==> src/sv/dpid_pkg.sv <==
package dpid_pkg;

  // Field widths of the item payloads and configuration registers
  localparam int unsigned CMD_W    = 2;
  localparam int unsigned FIELD_W  = 12;
  localparam int unsigned GAIN_W   = 16;
  localparam int unsigned TARGET_W = 12;

  // Default datapath sizing
  localparam int unsigned PULSE_BITS_DEF = 12;
  localparam int unsigned SUM_BITS_DEF   = 24;

  // APB register file
  localparam int unsigned APB_ADDR_W = 5;
  localparam int unsigned APB_DATA_W = 32;
  localparam int unsigned REG_IDX_W  = 3;

  typedef logic [REG_IDX_W-1:0] reg_idx_t;

  localparam reg_idx_t REG_GAIN_P_X = 3'd0;
  localparam reg_idx_t REG_GAIN_I_X = 3'd1;
  localparam reg_idx_t REG_GAIN_D_X = 3'd2;
  localparam reg_idx_t REG_GAIN_P_Y = 3'd3;
  localparam reg_idx_t REG_GAIN_I_Y = 3'd4;
  localparam reg_idx_t REG_GAIN_D_Y = 3'd5;
  localparam reg_idx_t REG_TARGET_X = 3'd6;
  localparam reg_idx_t REG_TARGET_Y = 3'd7;

  // Tick commands; both idle codes give no result
  typedef logic [CMD_W-1:0] cmd_t;

  localparam cmd_t CMD_IDLE     = 2'd0;
  localparam cmd_t CMD_RUN_X    = 2'd1;
  localparam cmd_t CMD_RUN_Y    = 2'd2;
  localparam cmd_t CMD_IDLE_ALT = 2'd3;

endpackage

==> src/sv/dpid_if.sv <==
// Tick channel: command plus measured and current pulse values
interface dpid_in_if;
  import dpid_pkg::*;

  logic               valid;
  logic               ready;
  logic [CMD_W-1:0]   command;
  logic [FIELD_W-1:0] measured_pulses;
  logic [FIELD_W-1:0] base_pulses;

  modport source (
    output valid, command, measured_pulses, base_pulses,
    input  ready
  );

  modport sink (
    input  valid, command, measured_pulses, base_pulses,
    output ready
  );
endinterface

// Drive channel: new pulse value for one servo
interface dpid_out_if;
  import dpid_pkg::*;

  logic               valid;
  logic               ready;
  logic               axis;
  logic [FIELD_W-1:0] drive_pulses;
  logic               clipped;

  modport source (
    output valid, axis, drive_pulses, clipped,
    input  ready
  );

  modport sink (
    input  valid, axis, drive_pulses, clipped,
    output ready
  );
endinterface

==> src/sv/dual_axis_positional_pid.sv <==
// Dual-axis positional PID controller.
//
// in_ch carries one control tick per item: command 1 runs the X loop,
// command 2 runs the Y loop, commands 0 and 3 are dropped with no result
// and no state change. out_ch returns one item per run tick: the axis,
// the new servo pulse value and a flag set when that value hit 0 or the
// top of the pulse range.
// Gains (signed Q8.8) and setpoints are written over the APB port, by the
// user only while the block is idle; the block does not enforce this.
// Reads return the stored values. A taken tick sits in the input register,
// the loop math runs combinationally from it, and the output register
// captures the result for out_ch. One tick per cycle is sustained while
// out_ch is ready; the multiply-add and its error state update set that rate.
// A stalled receiver holds the output register; one more tick still
// enters the input register, after which in_ch.ready drops until the
// output drains. Loop state advances only when a tick moves to the output.
// Reset clears the registers, the error sums, the prior errors and both
// pipeline stages.
module dual_axis_positional_pid #(
  parameter int unsigned PULSE_BITS = dpid_pkg::PULSE_BITS_DEF,
  parameter int unsigned SUM_BITS   = dpid_pkg::SUM_BITS_DEF
) (
  input  logic                            clk_i,
  input  logic                            rst_ni,
  dpid_in_if.sink                         in_ch,
  dpid_out_if.source                      out_ch,
  input  logic                            psel,
  input  logic                            penable,
  input  logic                            pwrite,
  input  logic [dpid_pkg::APB_ADDR_W-1:0] paddr,
  input  logic [dpid_pkg::APB_DATA_W-1:0] pwdata,
  output logic [dpid_pkg::APB_DATA_W-1:0] prdata,
  output logic                            pready
);

  import dpid_pkg::*;

  // Datapath widths
  localparam int unsigned ERR_W  = FIELD_W + 1;
  localparam int unsigned DIFF_W = ERR_W + 1;
  localparam int unsigned ACC_W  = SUM_BITS + GAIN_W + 2;
  localparam int unsigned PID_W  = ACC_W - 8;
  localparam int unsigned D_W    = PID_W + 1;
  localparam int unsigned MASK_BITS = (PULSE_BITS < FIELD_W) ? PULSE_BITS : FIELD_W;
  localparam logic [FIELD_W-1:0] FIELD_MASK =
    FIELD_W'((64'd1 << MASK_BITS) - 64'd1);
  localparam logic signed [D_W-1:0] DRIVE_TOP =
    D_W'((64'sd1 <<< PULSE_BITS) - 64'sd1);
  localparam logic signed [ACC_W-1:0] ROUND_HALF = ACC_W'(128);

  // Configuration registers
  logic [GAIN_W-1:0]   gain_p_x_q, gain_i_x_q, gain_d_x_q;
  logic [GAIN_W-1:0]   gain_p_y_q, gain_i_y_q, gain_d_y_q;
  logic [TARGET_W-1:0] target_x_q, target_y_q;
  reg_idx_t            reg_idx;
  logic                cfg_wr;

  assign pready  = 1'b1;
  assign reg_idx = paddr[APB_ADDR_W-1:2];
  assign cfg_wr  = psel && penable && pwrite;

  always_ff @(posedge clk_i or negedge rst_ni) begin
    if (!rst_ni) begin
      gain_p_x_q <= '0;
      gain_i_x_q <= '0;
      gain_d_x_q <= '0;
      gain_p_y_q <= '0;
      gain_i_y_q <= '0;
      gain_d_y_q <= '0;
      target_x_q <= '0;
      target_y_q <= '0;
    end else if (cfg_wr) begin
      unique case (reg_idx)
        REG_GAIN_P_X: gain_p_x_q <= pwdata[GAIN_W-1:0];
        REG_GAIN_I_X: gain_i_x_q <= pwdata[GAIN_W-1:0];
        REG_GAIN_D_X: gain_d_x_q <= pwdata[GAIN_W-1:0];
        REG_GAIN_P_Y: gain_p_y_q <= pwdata[GAIN_W-1:0];
        REG_GAIN_I_Y: gain_i_y_q <= pwdata[GAIN_W-1:0];
        REG_GAIN_D_Y: gain_d_y_q <= pwdata[GAIN_W-1:0];
        REG_TARGET_X: target_x_q <= pwdata[TARGET_W-1:0];
        REG_TARGET_Y: target_y_q <= pwdata[TARGET_W-1:0];
        default: ;
      endcase
    end
  end

  // Register readback
  always_comb begin
    unique case (reg_idx)
      REG_GAIN_P_X: prdata = APB_DATA_W'(gain_p_x_q);
      REG_GAIN_I_X: prdata = APB_DATA_W'(gain_i_x_q);
      REG_GAIN_D_X: prdata = APB_DATA_W'(gain_d_x_q);
      REG_GAIN_P_Y: prdata = APB_DATA_W'(gain_p_y_q);
      REG_GAIN_I_Y: prdata = APB_DATA_W'(gain_i_y_q);
      REG_GAIN_D_Y: prdata = APB_DATA_W'(gain_d_y_q);
      REG_TARGET_X: prdata = APB_DATA_W'(target_x_q);
      REG_TARGET_Y: prdata = APB_DATA_W'(target_y_q);
      default:      prdata = '0;
    endcase
  end

  // Handshake: input register and output register
  logic               in_valid_q, in_valid_d;
  logic               in_is_y_q;
  logic [FIELD_W-1:0] meas_q, base_q;
  logic               out_valid_q, out_valid_d;
  logic               advance;
  logic               in_fire;
  logic               move;
  logic               is_run;

  assign advance      = !out_valid_q || out_ch.ready;
  assign in_ch.ready  = !in_valid_q || advance;
  assign in_fire      = in_ch.valid && in_ch.ready;
  assign move         = advance && in_valid_q;
  assign is_run       = (in_ch.command == CMD_RUN_X) || (in_ch.command == CMD_RUN_Y);
  assign out_ch.valid = out_valid_q;

  always_comb begin
    in_valid_d = in_valid_q;
    if (in_fire) begin
      in_valid_d = is_run;
    end else if (advance) begin
      in_valid_d = 1'b0;
    end
    out_valid_d = advance ? in_valid_q : out_valid_q;
  end

  always_ff @(posedge clk_i or negedge rst_ni) begin
    if (!rst_ni) begin
      in_valid_q  <= 1'b0;
      out_valid_q <= 1'b0;
    end else begin
      in_valid_q  <= in_valid_d;
      out_valid_q <= out_valid_d;
    end
  end

  always_ff @(posedge clk_i) begin
    if (in_fire) begin
      in_is_y_q <= (in_ch.command == CMD_RUN_Y);
      meas_q    <= in_ch.measured_pulses & FIELD_MASK;
      base_q    <= in_ch.base_pulses & FIELD_MASK;
    end
  end

  // Loop state
  logic signed [SUM_BITS-1:0] sum_x_q, sum_y_q, sum_d;
  logic signed [ERR_W-1:0]    prior_x_q, prior_y_q;

  // Select the active loop
  logic signed [GAIN_W-1:0]   kp, ki, kd;
  logic [FIELD_W-1:0]         target;
  logic signed [SUM_BITS-1:0] sum_sel;
  logic signed [ERR_W-1:0]    prior_sel;

  always_comb begin
    if (in_is_y_q) begin
      kp        = gain_p_y_q;
      ki        = gain_i_y_q;
      kd        = gain_d_y_q;
      target    = FIELD_W'(target_y_q) & FIELD_MASK;
      sum_sel   = sum_y_q;
      prior_sel = prior_y_q;
    end else begin
      kp        = gain_p_x_q;
      ki        = gain_i_x_q;
      kd        = gain_d_x_q;
      target    = FIELD_W'(target_x_q) & FIELD_MASK;
      sum_sel   = sum_x_q;
      prior_sel = prior_x_q;
    end
  end

  // Error, saturating sum and difference
  logic signed [ERR_W-1:0]    err;
  logic signed [SUM_BITS:0]   sum_wide;
  logic signed [DIFF_W-1:0]   diff;

  always_comb begin
    err      = $signed({1'b0, meas_q}) - $signed({1'b0, target});
    sum_wide = $signed({sum_sel[SUM_BITS-1], sum_sel}) + (SUM_BITS+1)'(err);
    if (sum_wide[SUM_BITS] != sum_wide[SUM_BITS-1]) begin
      // overflow: clamp toward the sign of the wide sum
      sum_d = {sum_wide[SUM_BITS], {(SUM_BITS-1){~sum_wide[SUM_BITS]}}};
    end else begin
      sum_d = sum_wide[SUM_BITS-1:0];
    end
    diff = DIFF_W'(err) - DIFF_W'(prior_sel);
  end

  // PID products and rounded Q8.8 sum
  logic signed [GAIN_W+ERR_W-1:0]    p_prod;
  logic signed [GAIN_W+SUM_BITS-1:0] i_prod;
  logic signed [GAIN_W+DIFF_W-1:0]   d_prod;
  logic signed [ACC_W-1:0]           acc;
  logic signed [PID_W-1:0]           pid;

  always_comb begin
    p_prod = kp * err;
    i_prod = ki * sum_d;
    d_prod = kd * diff;
    acc    = ACC_W'(p_prod) + ACC_W'(i_prod) + ACC_W'(d_prod) + ROUND_HALF;
    pid    = acc[ACC_W-1:8];
  end

  // Drive and saturation to the pulse range
  logic signed [D_W-1:0] drive_raw;
  logic signed [D_W-1:0] drive_sat;
  logic                  clip;

  always_comb begin
    if (in_is_y_q) begin
      drive_raw = $signed(D_W'(base_q)) + D_W'(pid);
    end else begin
      drive_raw = $signed(D_W'(base_q)) - D_W'(pid);
    end
    clip      = 1'b0;
    drive_sat = drive_raw;
    if (drive_raw < 0) begin
      drive_sat = '0;
      clip      = 1'b1;
    end else if (drive_raw > DRIVE_TOP) begin
      drive_sat = DRIVE_TOP;
      clip      = 1'b1;
    end
  end

  // State update when the tick moves on
  always_ff @(posedge clk_i or negedge rst_ni) begin
    if (!rst_ni) begin
      sum_x_q   <= '0;
      sum_y_q   <= '0;
      prior_x_q <= '0;
      prior_y_q <= '0;
    end else if (move) begin
      if (in_is_y_q) begin
        sum_y_q   <= sum_d;
        prior_y_q <= err;
      end else begin
        sum_x_q   <= sum_d;
        prior_x_q <= err;
      end
    end
  end

  // Output register
  logic               axis_q;
  logic [FIELD_W-1:0] drive_q;
  logic               clip_q;

  always_ff @(posedge clk_i) begin
    if (move) begin
      axis_q  <= in_is_y_q;
      drive_q <= drive_sat[FIELD_W-1:0];
      clip_q  <= clip;
    end
  end

  assign out_ch.axis         = axis_q;
  assign out_ch.drive_pulses = drive_q;
  assign out_ch.clipped      = clip_q;

endmodule
==> src/flat_wrapper.sv <==
// flat-port wrapper written by rule: the top's interface ports become plain ports
module dual_axis_positional_pid_flat import dpid_pkg::*;
#(
  parameter int unsigned PULSE_BITS = dpid_pkg::PULSE_BITS_DEF,
  parameter int unsigned SUM_BITS   = dpid_pkg::SUM_BITS_DEF
)
  (clk_i, rst_ni, psel, penable, pwrite, paddr, pwdata, prdata, pready, in_ch_valid, in_ch_command, in_ch_measured_pulses, in_ch_base_pulses, in_ch_ready, out_ch_valid, out_ch_axis, out_ch_drive_pulses, out_ch_clipped, out_ch_ready);
  dpid_in_if in_ch_i ();
  dpid_out_if out_ch_i ();
  input  logic clk_i;
  input  logic rst_ni;
  input  logic psel;
  input  logic penable;
  input  logic pwrite;
  input  logic [dpid_pkg::APB_ADDR_W-1:0] paddr;
  input  logic [dpid_pkg::APB_DATA_W-1:0] pwdata;
  output logic [dpid_pkg::APB_DATA_W-1:0] prdata;
  output logic pready;
  input wire logic [$bits(in_ch_i.valid)-1:0] in_ch_valid;
  input wire logic [$bits(in_ch_i.command)-1:0] in_ch_command;
  input wire logic [$bits(in_ch_i.measured_pulses)-1:0] in_ch_measured_pulses;
  input wire logic [$bits(in_ch_i.base_pulses)-1:0] in_ch_base_pulses;
  output wire logic [$bits(in_ch_i.ready)-1:0] in_ch_ready;
  output wire logic [$bits(out_ch_i.valid)-1:0] out_ch_valid;
  output wire logic [$bits(out_ch_i.axis)-1:0] out_ch_axis;
  output wire logic [$bits(out_ch_i.drive_pulses)-1:0] out_ch_drive_pulses;
  output wire logic [$bits(out_ch_i.clipped)-1:0] out_ch_clipped;
  input wire logic [$bits(out_ch_i.ready)-1:0] out_ch_ready;
  assign in_ch_i.valid = in_ch_valid;
  assign in_ch_i.command = in_ch_command;
  assign in_ch_i.measured_pulses = in_ch_measured_pulses;
  assign in_ch_i.base_pulses = in_ch_base_pulses;
  assign in_ch_ready = in_ch_i.ready;
  assign out_ch_valid = out_ch_i.valid;
  assign out_ch_axis = out_ch_i.axis;
  assign out_ch_drive_pulses = out_ch_i.drive_pulses;
  assign out_ch_clipped = out_ch_i.clipped;
  assign out_ch_i.ready = out_ch_ready;
  dual_axis_positional_pid #(.PULSE_BITS(PULSE_BITS), .SUM_BITS(SUM_BITS)) u_core (.clk_i(clk_i), .rst_ni(rst_ni), .in_ch(in_ch_i), .out_ch(out_ch_i), .psel(psel), .penable(penable), .pwrite(pwrite), .paddr(paddr), .pwdata(pwdata), .prdata(prdata), .pready(pready));
endmodule
==> config.mk <==
export PLATFORM = sky130hd
export DESIGN_NAME = dual_axis_positional_pid_flat
export DESIGN_NICKNAME = d
export VERILOG_FILES = /design/src/sv/dpid_pkg.sv /design/src/sv/dpid_if.sv /design/src/sv/dual_axis_positional_pid.sv /design/src/flat_wrapper.sv
export SDC_FILE = /design/constraint.sdc
export NUM_CORES = 2
export LEC_CHECK = 0
export BUFFER_PORTS_ARGS = -buffer_cell sky130_fd_sc_hd__buf_2
export CORE_MARGIN = 5
export CORE_UTILIZATION = 60
export CTS_CLUSTER_DIAMETER = 150
export CTS_CLUSTER_SIZE = 10
export DETAILED_ROUTE_END_ITERATION = 12
export PLACE_DENSITY = 0.82
export RECOVER_POWER = 50
export SLEW_MARGIN = 20
export SYNTH_ARGS = -nofsm -noshare
export SYNTH_HDL_FRONTEND = slang
export SYNTH_SLANG_ARGS = --single-unit
==> constraint.sdc <==
create_clock -name clk_i -period 27.6 [get_ports clk_i]
set_clock_uncertainty 0.05 [all_clocks]
set_input_delay 2.76 -clock clk_i [delete_from_list [all_inputs] [get_ports clk_i]]
set_output_delay 2.76 -clock clk_i [all_outputs]
set_load 0.005 [all_outputs]
==> impl_results.md <==
* Final setup fails at 0
* Reg area at 0.00608 mm²
* Clock buffer depth at 3
* Fin util at 63.4%
* CP most frequent cell: fa_1
* First-pass GRT wire length at a little over 200000 µm
* Synth Area in Adders at 48.4%
* Synth async-reset ratio at 83.4%
* Root Driver: clkbuf_16
* Placer Congestion at between 1 and 1.5
* Initial Util at 60.2%
* Area after DPL at 0.0481 mm²
* Clk slew on worst S/H paths at about 0.06 ns
* Post-synth EDFFs at 39
* Largest net degree at the start of global routing at 81
* DRC Markers at 0
* Fmax at 43.2 MHz
* Row Count at 102
* Worst Hold Class: reg -> reg
* CTS buffer count at 27
* Total setup buffers inserted after CTS at 0
* Crit path kind: reg -> reg
* Worst slew pin tran at roughly 3.8 ns
* DR WL/cell at 21.6 µm
* IO buf count at 83
* Post-Syn Area per Cell at 9.42 µm²
* Clock insertion delay at the later pin of the skew report at 0.60 ns
* CORE AREA at 0.0770 mm²
* RSZ-0062 raised after global routing: no
* Post-DP HPWL at 107000 µm
* Gr ovfl total at 0
* Slowest cell delay on critical path at 2.69 ns
* Maxcap violations at 7
* Slew Viols, Final at 337
* Crit path time final at between 20 and 25 ns
* Distinct cells, synth at slightly below 90
* Hold Buf Count CTS at 0
* Pre-CTS setup slack at roughly 7.7 ns
* Final Cell Area at 0.0488 mm²
* Compound-Gate Fraction of Synth Area at ~7.1%
* Die Span Y at 288 µm
* Crit start category: flip-flop
* # IOs at ~120
* #FFs+latches synth at 235
* Synth Cell Area at 0.0463 mm²
* Post-synthesis mux area share at ~6.4%
* Fin. Hold Viols at 0
* Tcrit/Tclk final at 83.8%
* Failing checks: capacitance limit, slew limit
* Via-per-instance ratio at just under 6
* Layout cells sized above 1 at 8.87%
* Die area at approximately 0.083 mm²
* Vias in the first global route at 37300
* Worst path slowest cell: clkbuf_1
* CTS tree: built
* Vias at around 35000
* Post-Synth Simple-Gate Area at 12.5%
* Critical Path RT at 27.83 ns
* Relative slew slack at -156%
* Cts repair resizes at 0
* Syn-to-layout area delta at 5.31%
* Gr usage total at between 30% and 40%
* Final WS setup at approximately 4.5 ns
* Drt total wl at 129000 µm
* CTS H-tree depth at 1
* TritonCTS Sinks at 235
* Post-route ant nets at 0
* Dominant register cell in the synthesized netlist: dfrtp_1
* Multi-input gate area at about 0.036 mm²
* Gate Count Post-Synth at 4921
* Final #Nets at 6215
* Largest family of logic cells by synthesized area: adder cells
* Outcome: finished with violations
* CP arrival at 23.37 ns
* Warnings from Yosys at 0
* Synth Area in XOR/XNOR at between 2 and 2.5%
* Fill cells at between 6000 and 7000
* Critical Path End Type: flip-flop
* Max FO, Critical Path at 60
* DR pass1 iterations at 5
* Fin Setup TNS at 0 ns
* Drt initial violations at approximately 3000
* Initial antenna violation count at 6
* Die W at 288 µm
* Sequential share of the synthesized area at 13.1%
## worst paths after layout
path	from	to	slack [ns]	cells past startpoint
max in group asynchronous	rst_ni	u_core.gain_d_x_q[14]	19.26	4
max reg2reg	u_core.in_is_y_q	u_core.out_ch.drive_pulses[11]	4.46	56
max	u_core.in_is_y_q	u_core.out_ch.drive_pulses[11]	4.46	56
min in group asynchronous	rst_ni	u_core.sum_x_q[3]	2.99	1
min reg2reg	u_core.prior_x_q[9]	u_core.prior_x_q[9]	0.43	2
min	u_core.prior_x_q[9]	u_core.prior_x_q[9]	0.43	2
## synthesized netlist by cell type, types with 9 or more instances
cell type  instances  area, µm²
mux2i_1           72        721
nor2_1           417       1570
nor3_1            33        165
ha_1             217       2720
nand4_1           15       93.8
o21ai_0          119        596
a211oi_1          18        135
nand2b_1          45        282
a221oi_1           9       78.8
a21o_1            41        308
o31ai_1           12       90.1
xor2_1            33        289
xnor2_1           83        727
or3_1             14       87.6
a31oi_1           33        206
inv_1           1046       3930
and3_1            18        113
nor2b_1           23        144
nand2_1          628       2360
or2_2             24        150
buf_1             16       60.1
o21a_1             9       67.6
mux2_2           189       2130
edfxtp_1          39       1170
buf_4             18        135
nor4_1            11       68.8
nand3_1           29        145
dfrtp_1          196       4900
clkbuf_1         157        589
fa_1             984      19700
o22ai_1            9       56.3
a21oi_1          152        761
o21bai_1          13       97.6
o21ai_1           17       85.1
and2_1            45        282
## worst max-delay path, delay by kind of cell, from the launching register on
family                   cells  cell delay, ns
adder cells (fa/ha/maj)     14            6.83
AO/OA/AOI/OAI               14            5.31
buffers and inverters        8            5.24
AND/OR/NAND/NOR             16            4.21
XOR/XNOR                     3            0.49
flip-flops                   1            0.32
multiplexers                 1            0.29
## cells in the final DEF, fill, tap and decap left out, types with 41 or more instances in the layout
master / netlist / layout
a21o_1: 41 / 41
a21oi_1: 152 / 149
and2_1: 45 / 45
buf_2: 4 / 69
buf_4: 18 / 80
dfrtp_1: 196 / 196
fa_1: 984 / 984
ha_1: 217 / 217
inv_1: 1046 / 1046
mux2_2: 189 / 189
mux2i_1: 72 / 65
nand2_1: 628 / 627
nand2b_1: 45 / 45
nor2_1: 417 / 415
o21ai_0: 119 / 115
xnor2_1: 83 / 82
## per-stage QoR
stage,hold slack (ns),std cells
2_1_floorplan,0.394,4936
3_3_place_gp,0.406,5954
3_5_place_dp,0.415,5954
4_1_cts,0.429,5991
5_1_grt,0.450,5992
6_report,0.426,5994
## registers in the layout, summed over array words and instances, names as in the netlist, 16 cells and up
signal	count
u_core.gain_i_x_q	16
u_core.gain_d_y_q	16
u_core.gain_p_x_q	16
u_core.gain_d_x_q	16
u_core.gain_i_y_q	16
u_core.sum_x_q	24
u_core.gain_p_y_q	16
u_core.sum_y_q	24
## cell families after synthesis
group | count (synthesis)
AO/OA/AOI/OAI | 518
XOR/XNOR | 117
adder cells (fa/ha/maj) | 1203
buffers and inverters | 1245
flip-flops | 235
multiplexers | 266
other | 2
AND/OR/NAND/NOR | 1335
## metal layers
layer	global-route usage [%]	vias to the layer above	part of all wire, %
met3	8.31	387	10
met4	14.6	6	6.0
li1	-	15100	-
met5	0	-	0.030
met2	52.0	1628	47
met1	41.3	17700	37
## final cells by class
class	instances	area share (%)
antenna	2	0.0103
tap	1040	2.67
clock buffer	36	1.50
timing repair buffer	176	2.19
sequential	235	12.5
inverter	1048	8.06
clock inverter	1	0.0410
multi-input combinational	3456	73.1
Power is left out: the tool's default activity adds up to more than one toggle a clock period on the data nets, which glitch-free logic cannot reach.
